[src/design/sfbm_pkg.sv]
package sfbm_pkg;

  // Field widths of the pixel and result items
  localparam int CHAN_W   = 8;
  localparam int POS_W    = 12;
  localparam int SIZE_W   = 13;
  localparam int FW_W     = 13;
  localparam int COLOR_W  = 24;

  // Packed stream widths
  localparam int S_DATA_W = 32;
  localparam int M_DATA_W = 80;

  // Configuration port
  localparam int CFG_IDX_W  = 2;
  localparam int CFG_DATA_W = 24;

  localparam logic [CFG_IDX_W-1:0] CFG_FRAME_WIDTH  = 2'd0;
  localparam logic [CFG_IDX_W-1:0] CFG_PIVOT_COLOR  = 2'd1;
  localparam logic [CFG_IDX_W-1:0] CFG_PIVOT_ENABLE = 2'd2;

  localparam logic [FW_W-1:0]    FRAME_WIDTH_RST  = 13'd256;
  localparam logic [COLOR_W-1:0] PIVOT_COLOR_RST  = 24'd0;
  localparam logic               PIVOT_ENABLE_RST = 1'b0;

  localparam logic [CHAN_W-1:0] ALPHA_OPAQUE = 8'hFF;

  // Default canvas limits
  localparam int DEF_MAX_WIDTH  = 4096;
  localparam int DEF_MAX_HEIGHT = 4096;

  typedef struct packed {
    logic [CHAN_W-1:0] red;
    logic [CHAN_W-1:0] green;
    logic [CHAN_W-1:0] blue;
    logic [CHAN_W-1:0] alpha;
    logic              last;
  } pix_t;

  typedef struct packed {
    logic [FW_W-1:0]    frame_width;
    logic [COLOR_W-1:0] pivot_color;
    logic               pivot_enable;
  } cfg_t;

  typedef struct packed {
    logic              blank;
    logic [POS_W-1:0]  crop_x;
    logic [POS_W-1:0]  crop_y;
    logic [SIZE_W-1:0] crop_w;
    logic [SIZE_W-1:0] crop_h;
    logic              pivot_found;
    logic [POS_W-1:0]  pivot_x;
    logic [POS_W-1:0]  pivot_y;
    logic              pivot_error;
  } result_t;

endpackage

[src/design/sfbm_frame_stats.sv]
module sfbm_frame_stats #(
  parameter int MAX_WIDTH  = sfbm_pkg::DEF_MAX_WIDTH,
  parameter int MAX_HEIGHT = sfbm_pkg::DEF_MAX_HEIGHT
) (
  input  logic              clk,
  input  logic              rst,
  input  logic              advance,
  input  sfbm_pkg::pix_t    pix,
  input  sfbm_pkg::cfg_t    cfg,
  output sfbm_pkg::result_t res
);
  import sfbm_pkg::*;

  localparam int CW   = $clog2(MAX_WIDTH);
  localparam int RW   = $clog2(MAX_HEIGHT);
  localparam int CMPW = (CW + 1 > FW_W) ? CW + 1 : FW_W;
  localparam int RCW  = RW + 1;
  localparam int CXW  = (CW > POS_W) ? CW : POS_W;
  localparam int RXW  = (RW > POS_W) ? RW : POS_W;
  localparam int CSW  = (CW + 1 > SIZE_W) ? CW + 1 : SIZE_W;
  localparam int RSW  = (RW + 1 > SIZE_W) ? RW + 1 : SIZE_W;

  logic [CW-1:0] col_count, col_count_next;
  logic [RW-1:0] row_count, row_count_next;
  logic          any_visible, any_visible_next;
  logic [RW-1:0] top_row, top_row_next, bottom_row, bottom_row_next;
  logic [CW-1:0] left_col, left_col_next, right_col, right_col_next;
  logic          marker_seen, marker_seen_next;
  logic [CW-1:0] marker_col, marker_col_next;
  logic [RW-1:0] marker_row, marker_row_next;
  logic          marker_multiple, marker_multiple_next;

  logic [CMPW-1:0] col_inc;
  logic [RCW-1:0]  row_inc;
  logic            wrap, row_room, visible, is_marker;
  logic [CW:0]     box_w;
  logic [RW:0]     box_h;

  // Position counters: a zero width wraps every pixel, an oversized one at MAX_WIDTH
  always_comb begin
    col_inc  = CMPW'(col_count) + CMPW'(1);
    wrap     = (col_inc >= CMPW'(cfg.frame_width)) || (col_inc >= CMPW'(MAX_WIDTH));
    row_inc  = RCW'(row_count) + RCW'(1);
    row_room = row_inc < RCW'(MAX_HEIGHT);
    col_count_next = wrap ? '0 : col_inc[CW-1:0];
    row_count_next = (wrap && row_room) ? row_inc[RW-1:0] : row_count;
  end

  // Bounding box of visible pixels
  always_comb begin
    visible          = pix.alpha != '0;
    any_visible_next = any_visible;
    top_row_next     = top_row;
    bottom_row_next  = bottom_row;
    left_col_next    = left_col;
    right_col_next   = right_col;
    if (visible) begin
      any_visible_next = 1'b1;
      if (!any_visible) begin
        top_row_next    = row_count;
        bottom_row_next = row_count;
        left_col_next   = col_count;
        right_col_next  = col_count;
      end else begin
        if (row_count < top_row)    top_row_next    = row_count;
        if (row_count > bottom_row) bottom_row_next = row_count;
        if (col_count < left_col)   left_col_next   = col_count;
        if (col_count > right_col)  right_col_next  = col_count;
      end
    end
  end

  // Pivot marker: first match wins, a later one raises the error flag
  always_comb begin
    is_marker = cfg.pivot_enable && (pix.alpha == ALPHA_OPAQUE) &&
                (pix.red == cfg.pivot_color[23:16]) &&
                (pix.green == cfg.pivot_color[15:8]) &&
                (pix.blue == cfg.pivot_color[7:0]);
    marker_seen_next     = marker_seen;
    marker_col_next      = marker_col;
    marker_row_next      = marker_row;
    marker_multiple_next = marker_multiple;
    if (is_marker) begin
      if (marker_seen) begin
        marker_multiple_next = 1'b1;
      end else begin
        marker_seen_next = 1'b1;
        marker_col_next  = col_count;
        marker_row_next  = row_count;
      end
    end
  end

  // Result from the state as it stands after this pixel
  always_comb begin
    logic [CXW-1:0] x_ext;
    logic [RXW-1:0] y_ext;
    logic [CSW-1:0] w_ext;
    logic [RSW-1:0] h_ext;
    logic [CXW-1:0] px_ext;
    logic [RXW-1:0] py_ext;
    box_w  = (CW+1)'(right_col_next) - (CW+1)'(left_col_next) + (CW+1)'(1);
    box_h  = (RW+1)'(bottom_row_next) - (RW+1)'(top_row_next) + (RW+1)'(1);
    x_ext  = CXW'(left_col_next);
    y_ext  = RXW'(top_row_next);
    w_ext  = CSW'(box_w);
    h_ext  = RSW'(box_h);
    px_ext = CXW'(marker_col_next);
    py_ext = RXW'(marker_row_next);
    res.blank       = !any_visible_next;
    res.crop_x      = any_visible_next ? x_ext[POS_W-1:0] : '0;
    res.crop_y      = any_visible_next ? y_ext[POS_W-1:0] : '0;
    res.crop_w      = any_visible_next ? w_ext[SIZE_W-1:0] : '0;
    res.crop_h      = any_visible_next ? h_ext[SIZE_W-1:0] : '0;
    res.pivot_found = marker_seen_next;
    res.pivot_x     = marker_seen_next ? px_ext[POS_W-1:0] : '0;
    res.pivot_y     = marker_seen_next ? py_ext[POS_W-1:0] : '0;
    res.pivot_error = marker_multiple_next;
  end

  always_ff @(posedge clk) begin
    if (rst || (advance && pix.last)) begin
      col_count       <= '0;
      row_count       <= '0;
      any_visible     <= 1'b0;
      top_row         <= '0;
      bottom_row      <= '0;
      left_col        <= '0;
      right_col       <= '0;
      marker_seen     <= 1'b0;
      marker_col      <= '0;
      marker_row      <= '0;
      marker_multiple <= 1'b0;
    end else if (advance) begin
      col_count       <= col_count_next;
      row_count       <= row_count_next;
      any_visible     <= any_visible_next;
      top_row         <= top_row_next;
      bottom_row      <= bottom_row_next;
      left_col        <= left_col_next;
      right_col       <= right_col_next;
      marker_seen     <= marker_seen_next;
      marker_col      <= marker_col_next;
      marker_row      <= marker_row_next;
      marker_multiple <= marker_multiple_next;
    end
  end

  a_box_ordered: assert property (@(posedge clk) disable iff (rst)
    any_visible |-> (top_row <= bottom_row && left_col <= right_col))
    else $error("bounding box corners out of order");

  a_multiple_needs_seen: assert property (@(posedge clk) disable iff (rst)
    marker_multiple |-> marker_seen)
    else $error("pivot error flagged without a first pivot");

  a_counters_in_range: assert property (@(posedge clk) disable iff (rst)
    (32'(col_count) < MAX_WIDTH) && (32'(row_count) < MAX_HEIGHT))
    else $error("position counter beyond canvas limit");

endmodule

[src/design/sprite_frame_bbox_and_marker_unit.sv]
// Sprite frame bounding box and pivot marker unit. Feed one frame of RGBA
// pixels in raster order on the s_ stream, one item per pixel, with s_tlast on
// the final pixel of the frame. Column and row are counted internally: the
// column wraps at frame_width (0 acts as 1, values above MAX_WIDTH act as
// MAX_WIDTH) and the row stops at MAX_HEIGHT - 1. A pixel with nonzero alpha is
// visible; the unit tracks the box around all visible pixels. With
// pivot_enable set, the first pixel matching pivot_color with alpha 255 is the
// pivot, and any further match sets pivot_error. Exactly one result item per
// frame leaves on the m_ stream through the input and result registers, and
// the frame state is then cleared for the next frame. The unit takes one pixel
// per clock: an input register feeds a state update in the stats unit, and a
// result register separates it from the output, so a waiting result stalls
// the input only when the next frame's last pixel arrives.
// Write the registers (frame_width, pivot_color, pivot_enable at indexes 0, 1,
// 2) only between frames, with no pixel in flight.
module sprite_frame_bbox_and_marker_unit #(
  parameter int MAX_WIDTH  = sfbm_pkg::DEF_MAX_WIDTH,
  parameter int MAX_HEIGHT = sfbm_pkg::DEF_MAX_HEIGHT
) (
  input  logic                              clk,
  input  logic                              rst,
  // pixel stream
  input  logic                              s_tvalid,
  output logic                              s_tready,
  // red[7:0], green[15:8], blue[23:16], alpha[31:24]
  input  logic [sfbm_pkg::S_DATA_W-1:0]     s_tdata,
  input  logic                              s_tlast,
  // result stream
  output logic                              m_tvalid,
  input  logic                              m_tready,
  // blank[0], crop_x[12:1], crop_y[24:13], crop_w[37:25], crop_h[50:38],
  // pivot_found[51], pivot_x[63:52], pivot_y[75:64], pivot_error[76], zero[79:77]
  output logic [sfbm_pkg::M_DATA_W-1:0]     m_tdata,
  // configuration writes
  input  logic                              cfg_valid,
  output logic                              cfg_ready,
  input  logic [sfbm_pkg::CFG_IDX_W-1:0]    cfg_index,
  input  logic [sfbm_pkg::CFG_DATA_W-1:0]   cfg_data
);
  import sfbm_pkg::*;

  cfg_t    cfg;
  pix_t    s1_pix;
  logic    s1_valid;
  logic    s1_adv;
  logic    out_free;
  result_t stats_res;
  result_t out_res;

  // Registers are always writable
  assign cfg_ready = 1'b1;

  always_ff @(posedge clk) begin
    if (rst) begin
      cfg.frame_width  <= FRAME_WIDTH_RST;
      cfg.pivot_color  <= PIVOT_COLOR_RST;
      cfg.pivot_enable <= PIVOT_ENABLE_RST;
    end else if (cfg_valid) begin
      unique case (cfg_index)
        CFG_FRAME_WIDTH:  cfg.frame_width  <= cfg_data[FW_W-1:0];
        CFG_PIVOT_COLOR:  cfg.pivot_color  <= cfg_data[COLOR_W-1:0];
        CFG_PIVOT_ENABLE: cfg.pivot_enable <= cfg_data[0];
        default: ;  // drop writes to unused indexes
      endcase
    end
  end

  // Handshake: a pixel in the input register moves on unless it is a last
  // pixel and the result register still holds an untaken result.
  assign out_free = !m_tvalid || m_tready;
  assign s1_adv   = s1_valid && (!s1_pix.last || out_free);
  assign s_tready = !s1_valid || s1_adv;

  // Input register
  always_ff @(posedge clk) begin
    if (rst) begin
      s1_valid <= 1'b0;
    end else if (s_tready) begin
      s1_valid <= s_tvalid;
    end
  end

  always_ff @(posedge clk) begin
    if (s_tvalid && s_tready) begin
      s1_pix.red   <= s_tdata[7:0];
      s1_pix.green <= s_tdata[15:8];
      s1_pix.blue  <= s_tdata[23:16];
      s1_pix.alpha <= s_tdata[31:24];
      s1_pix.last  <= s_tlast;
    end
  end

  sfbm_frame_stats #(
    .MAX_WIDTH  (MAX_WIDTH),
    .MAX_HEIGHT (MAX_HEIGHT)
  ) u_stats (
    .clk     (clk),
    .rst     (rst),
    .advance (s1_adv),
    .pix     (s1_pix),
    .cfg     (cfg),
    .res     (stats_res)
  );

  // Result register: load on a frame's last pixel, hold until taken
  always_ff @(posedge clk) begin
    if (rst) begin
      m_tvalid <= 1'b0;
    end else if (s1_adv && s1_pix.last) begin
      m_tvalid <= 1'b1;
    end else if (m_tready) begin
      m_tvalid <= 1'b0;
    end
  end

  always_ff @(posedge clk) begin
    if (s1_adv && s1_pix.last) begin
      out_res <= stats_res;
    end
  end

  assign m_tdata = {3'b000, out_res.pivot_error, out_res.pivot_y, out_res.pivot_x,
                    out_res.pivot_found, out_res.crop_h, out_res.crop_w,
                    out_res.crop_y, out_res.crop_x, out_res.blank};

  a_last_gives_result: assert property (@(posedge clk) disable iff (rst)
    (s1_adv && s1_pix.last) |=> m_tvalid)
    else $error("last pixel did not produce a result");

  a_no_overwrite: assert property (@(posedge clk) disable iff (rst)
    (s1_adv && s1_pix.last) |-> out_free)
    else $error("result register overwritten before it was taken");

  a_reset_idle: assert property (@(posedge clk)
    rst |=> (!m_tvalid && !s1_valid))
    else $error("pipeline not empty after reset");

endmodule
[config.mk]
export PLATFORM = sky130hd
export DESIGN_NAME = sprite_frame_bbox_and_marker_unit
export DESIGN_NICKNAME = d
export VERILOG_FILES = /design/src/design/sfbm_pkg.sv /design/src/design/sfbm_frame_stats.sv /design/src/design/sprite_frame_bbox_and_marker_unit.sv
export SDC_FILE = /design/constraint.sdc
export NUM_CORES = 1
export LEC_CHECK = 0
export ABC_AREA = 1
export BUFFER_PORTS_ARGS = -buffer_cell sky130_fd_sc_hd__buf_4
export CELL_PAD_IN_SITES_DETAIL_PLACEMENT = 0
export CELL_PAD_IN_SITES_GLOBAL_PLACEMENT = 1
export CORE_MARGIN = 3
export CORE_UTILIZATION = 35
export CTS_BUF_LIST = sky130_fd_sc_hd__clkbuf_2 sky130_fd_sc_hd__clkbuf_4 sky130_fd_sc_hd__clkbuf_8
export CTS_CLUSTER_SIZE = 24
export DETAILED_ROUTE_END_ITERATION = 8
export HOLD_SLACK_MARGIN = 0.08
export MAX_ROUTING_LAYER = met4
export PLACE_DENSITY_LB_ADDON = 0.1
export SYNTH_ARGS = -nofsm -noshare
export SYNTH_HDL_FRONTEND = slang
export SYNTH_SLANG_ARGS = --single-unit
[constraint.sdc]
create_clock -name clk -period 5.15 [get_ports clk]
set_clock_uncertainty 0.15 [all_clocks]
set_input_delay 1.03 -clock clk [delete_from_list [all_inputs] [get_ports clk]]
set_output_delay 1.03 -clock clk [all_outputs]
set_load 0.02 [all_outputs]
==> flow_summary.yaml <==
floorplan:
  ios: 147
  coreArea_sq_um: 40000
  die_width_um: 208
  die-area_sq_um: 43200
  initial_core_util_pct: 35.6
  chipHeight_um: 208
  num_rows: 73
placement:
  placed_area_sq_um: 15700
  globalplace.congestion: 0.827
  dp_worst_setup_slack_ps: 620
  io_buffers: 142
  hpwl_um: 26400
yosys:
  ys_seq_area_share_pct: 42.7
  ys_types: 40
  synth_edf_count: 110
  synthFlopType: "dfxtp_1"
  synth_xor_area_share_pct: 1.97
  synth-simple-area-share_pct: 24.5
  synth_mux_area_share_pct: 0
  avgSynthCellArea_sq_um: 7.78
  yosysWarnings: 0
  syn_inst: 1831
  synth_compound_gate_area_share_pct: 11.2
  synthArstFlopShare_pct: 0
  syn-cell-area_sq_um: 14200
  ys_seq_elements: 249
  synth_top_family_by_area: "simple AND/OR/NAND/NOR gates"
  synth_fa_ha_area_share_pct: 9.68
power:
  p_per_area_nw_per_um2: 285
  total_power_mw: 4.74
  power_leakage_nw: 7.51
  vdd_drop_max_uv: 197
cells_and_area:
  final_area_sq_um: 16600
  layout_commonest_cell: "nand2_1"
  final_cell_mix: "366 x nand2_1, 249 x inv_1, 165 x nand3_1, 164 x a21oi_1, 156 x buf_4"
  n_fill_cell: 4123
  nNetsFinal: 2122
  drive_above_1_share_pct: 14.2
  n_antenna_cell: 0
  syn_to_final_growth_pct: 16.7
timing:
  setup_viol: 0
  layout_setup_ws_ps: 615
  min_period_over_period_pct: 88.1
  finalSetupTns_ps: 0
  relSlewSlack_pct: 29.0
  final_max_slew_viol_count: 0
  tightest_slew_ps: 1060
  rsz0062_at_grt: "false"
  hold_viol: 0
  period_minus_slack_ps: 4540
  fmax_ghz: 0.220
  hold_slack_ps: 296
clock_network:
  clockRootBuffer: "clkbuf_8"
  clkTransAtPathRegs_ps: 60
  cts_buffer_depth: 3
  cts_tree: "done"
  cts_setup_buffers: 0
  cts_max_level: 2
  clkLatencyLatePin_ps: 640
  cts_resized: 0
  cts_buffers: 47
  cts.sinks: 249
  ctsHoldBuffers: 0
global_route:
  grt_pass1_vias: 11600
  gr-total-overflow: 0
  track_usage_pct: 18.0
  grt_max_degree: 93
  grt_first_pass_wirelength_um: 61700
  antenna_found_initial: 0
setup_path:
  slowest_stage: "dfxtp_1"
  end_kind: "flop"
  path_common_cell: "nand2_1"
  critical_path_required_ps: 5400
  worstSetupStartpointType: "flop"
  arrival_ps: 4790
  critPathMaxFanout: 13
  cpPeakStageDelay_ps: 560
  critical_path_class: "flop to flop"
  path_cells: "ha_1 > nand2_1 > inv_1 > nand2_1 > a21oi_1 > nor2_1 > nand2_1 > nand2_1 > nand2_1 > nand2_1 > nand2_1 > ha_1 > inv_1 > ha_1 > inv_1 > fa_1 > o21a_1 > o21ai_0 > nand3_1 > nand3_1 > nand2_1 > nand2_1 > nor2_1"
route:
  drt_iter0_drc: 577
  drt-total-wl_um: 38600
  drtPass1Iterations: 5
  wl_per_cell_um: 15.4
  viasPerCell: 4.82
  drc: 0
  ant_nets: 0
  vias: 12100
status:
  status: "complete, no violations"
flow_run:
  cap_violations: 0
hold_path:
  hold_class: "flop to flop"
==> Yosys cell counts (2+ instances only) <==
cell      number  area (sq um)
inv_2          2          7.51
nand2_2        4          25.0
buf_2         33           165
xor2_1        16           140
a21oi_2       20           175
clkinv_1       3          11.3
nand3_2        2          20.0
nor3_1        14          70.1
a21o_1         3          22.5
o21a_1         2          15.0
nor2_4         3          33.8
nand2_1      367          1380
nor2_1       154           578
nand3b_1       4          30.0
nor4_1         2          12.5
o21ai_0      100           500
and2_1        24           150
dfxtp_1      139          2780
edfxtp_1     110          3300
o21bai_1       4          30.0
a21oi_1      164           821
buf_6          4          45.0
clkbuf_1      40           150
buf_1          5          18.8
nand3_1      165           826
nand4_1       46           288
buf_4          9          67.6
fa_1           2          40.0
inv_1        250           938
ha_1         107          1340
o21ai_1        2          10.0
xnor2_1       16           140
nor3_2         2          20.0
nor2_2         6          37.5
conb_1         2          7.51
==> registers in the layout (all words and copies together) (netlist names) <==
register and flops:
u_stats.bottom_row 12, u_stats.col_count 12, u_stats.row_count 12, u_stats.marker_multiple 1, u_stats.marker_seen 1, u_stats.top_row 12
u_stats.marker_col 12, u_stats.marker_row 12, s1_pix 33, m_tdata 77, u_stats.right_col 12, u_stats.left_col 12
u_stats.any_visible 1, cfg 38, s1_valid 1, m_tvalid 1
==> area by class of cell <==
| class | count | area, sq um | area share (%) |
|---|---|---|---|
| Clock inverter | 16 | 88.8 | 0.534 |
| Sequential cell | 249 | 6090 | 36.6 |
| Timing Repair Buffer | 158 | 1210 | 7.29 |
| Clock buffer | 71 | 858 | 5.16 |
| Multi-Input combinational cell | 1238 | 6770 | 40.7 |
| Tap cell | 525 | 657 | 3.95 |
| Inverter | 255 | 958 | 5.77 |
==> per-layer routing <==
metal	vias up	routed length [um]	GRT usage, %
li1	6262	-	-
met1	5531	19400	24.8
met2	247	16600	26.8
met3	70	1710	3.26
met4	0	900	5.60
met5	-	0	-
==> critical path: cells and delay by family, from the launching register on <==
kind            cells  cell delay (ps)
flops               1              560
compound gates      3              560
simple gates       13             1700
buf+inv             3              170
fa+ha+maj           4             1130
==> kinds of logic (layout without fill, tap and decap cells) <==
| logic type | count (synthesis) | after routing |
|---|---|---|
| xor gates and xnor gates | 32 | 32 |
| DFF | 249 | 249 |
| other | 2 | 4 |
| buffers and inverters | 346 | 500 |
| AOI/OAI and AO/OA | 298 | 298 |
| and+or+nand+nor | 795 | 795 |
| adders and majority gates | 109 | 109 |
==> power by group <==
group          leakage [nW]  internal, mW  total [mW]  switching [mW]
clock network         0.518          1.07        1.98           0.905
registers              2.19          2.16        2.20          0.0408
logic                  4.80         0.213       0.560           0.346
total                  7.51          3.44        4.74            1.29
==> per-stage QoR <==
| step | util, % | cells |
|---|---|---|
| final | 41.6 | 2512 |
| after global routing | 41.6 | 2512 |
| after CTS | 41.6 | 2512 |
| after detailed placement | 39.2 | 2425 |
| after global placement | 39.2 | 2425 |
| after floorplan | - | 1833 |
==> path summary, 6_finish.rpt <==
kind                                                        start                        end  slack, ps  cells past startpoint
worst max-delay path            u_stats.col_count[7]$_SDFFE_PP0P_  m_tdata[34]$_SDFFCE_PP0P_        610                     23
worst min-delay path                          cfg[0]$_SDFFE_PP0P_        cfg[0]$_SDFFE_PP0P_        300                      2
worst max register to register  u_stats.col_count[7]$_SDFFE_PP0P_  m_tdata[34]$_SDFFCE_PP0P_        610                     23
worst min register to register                cfg[0]$_SDFFE_PP0P_        cfg[0]$_SDFFE_PP0P_        300                      2
(Power assumes the default switching activity.)
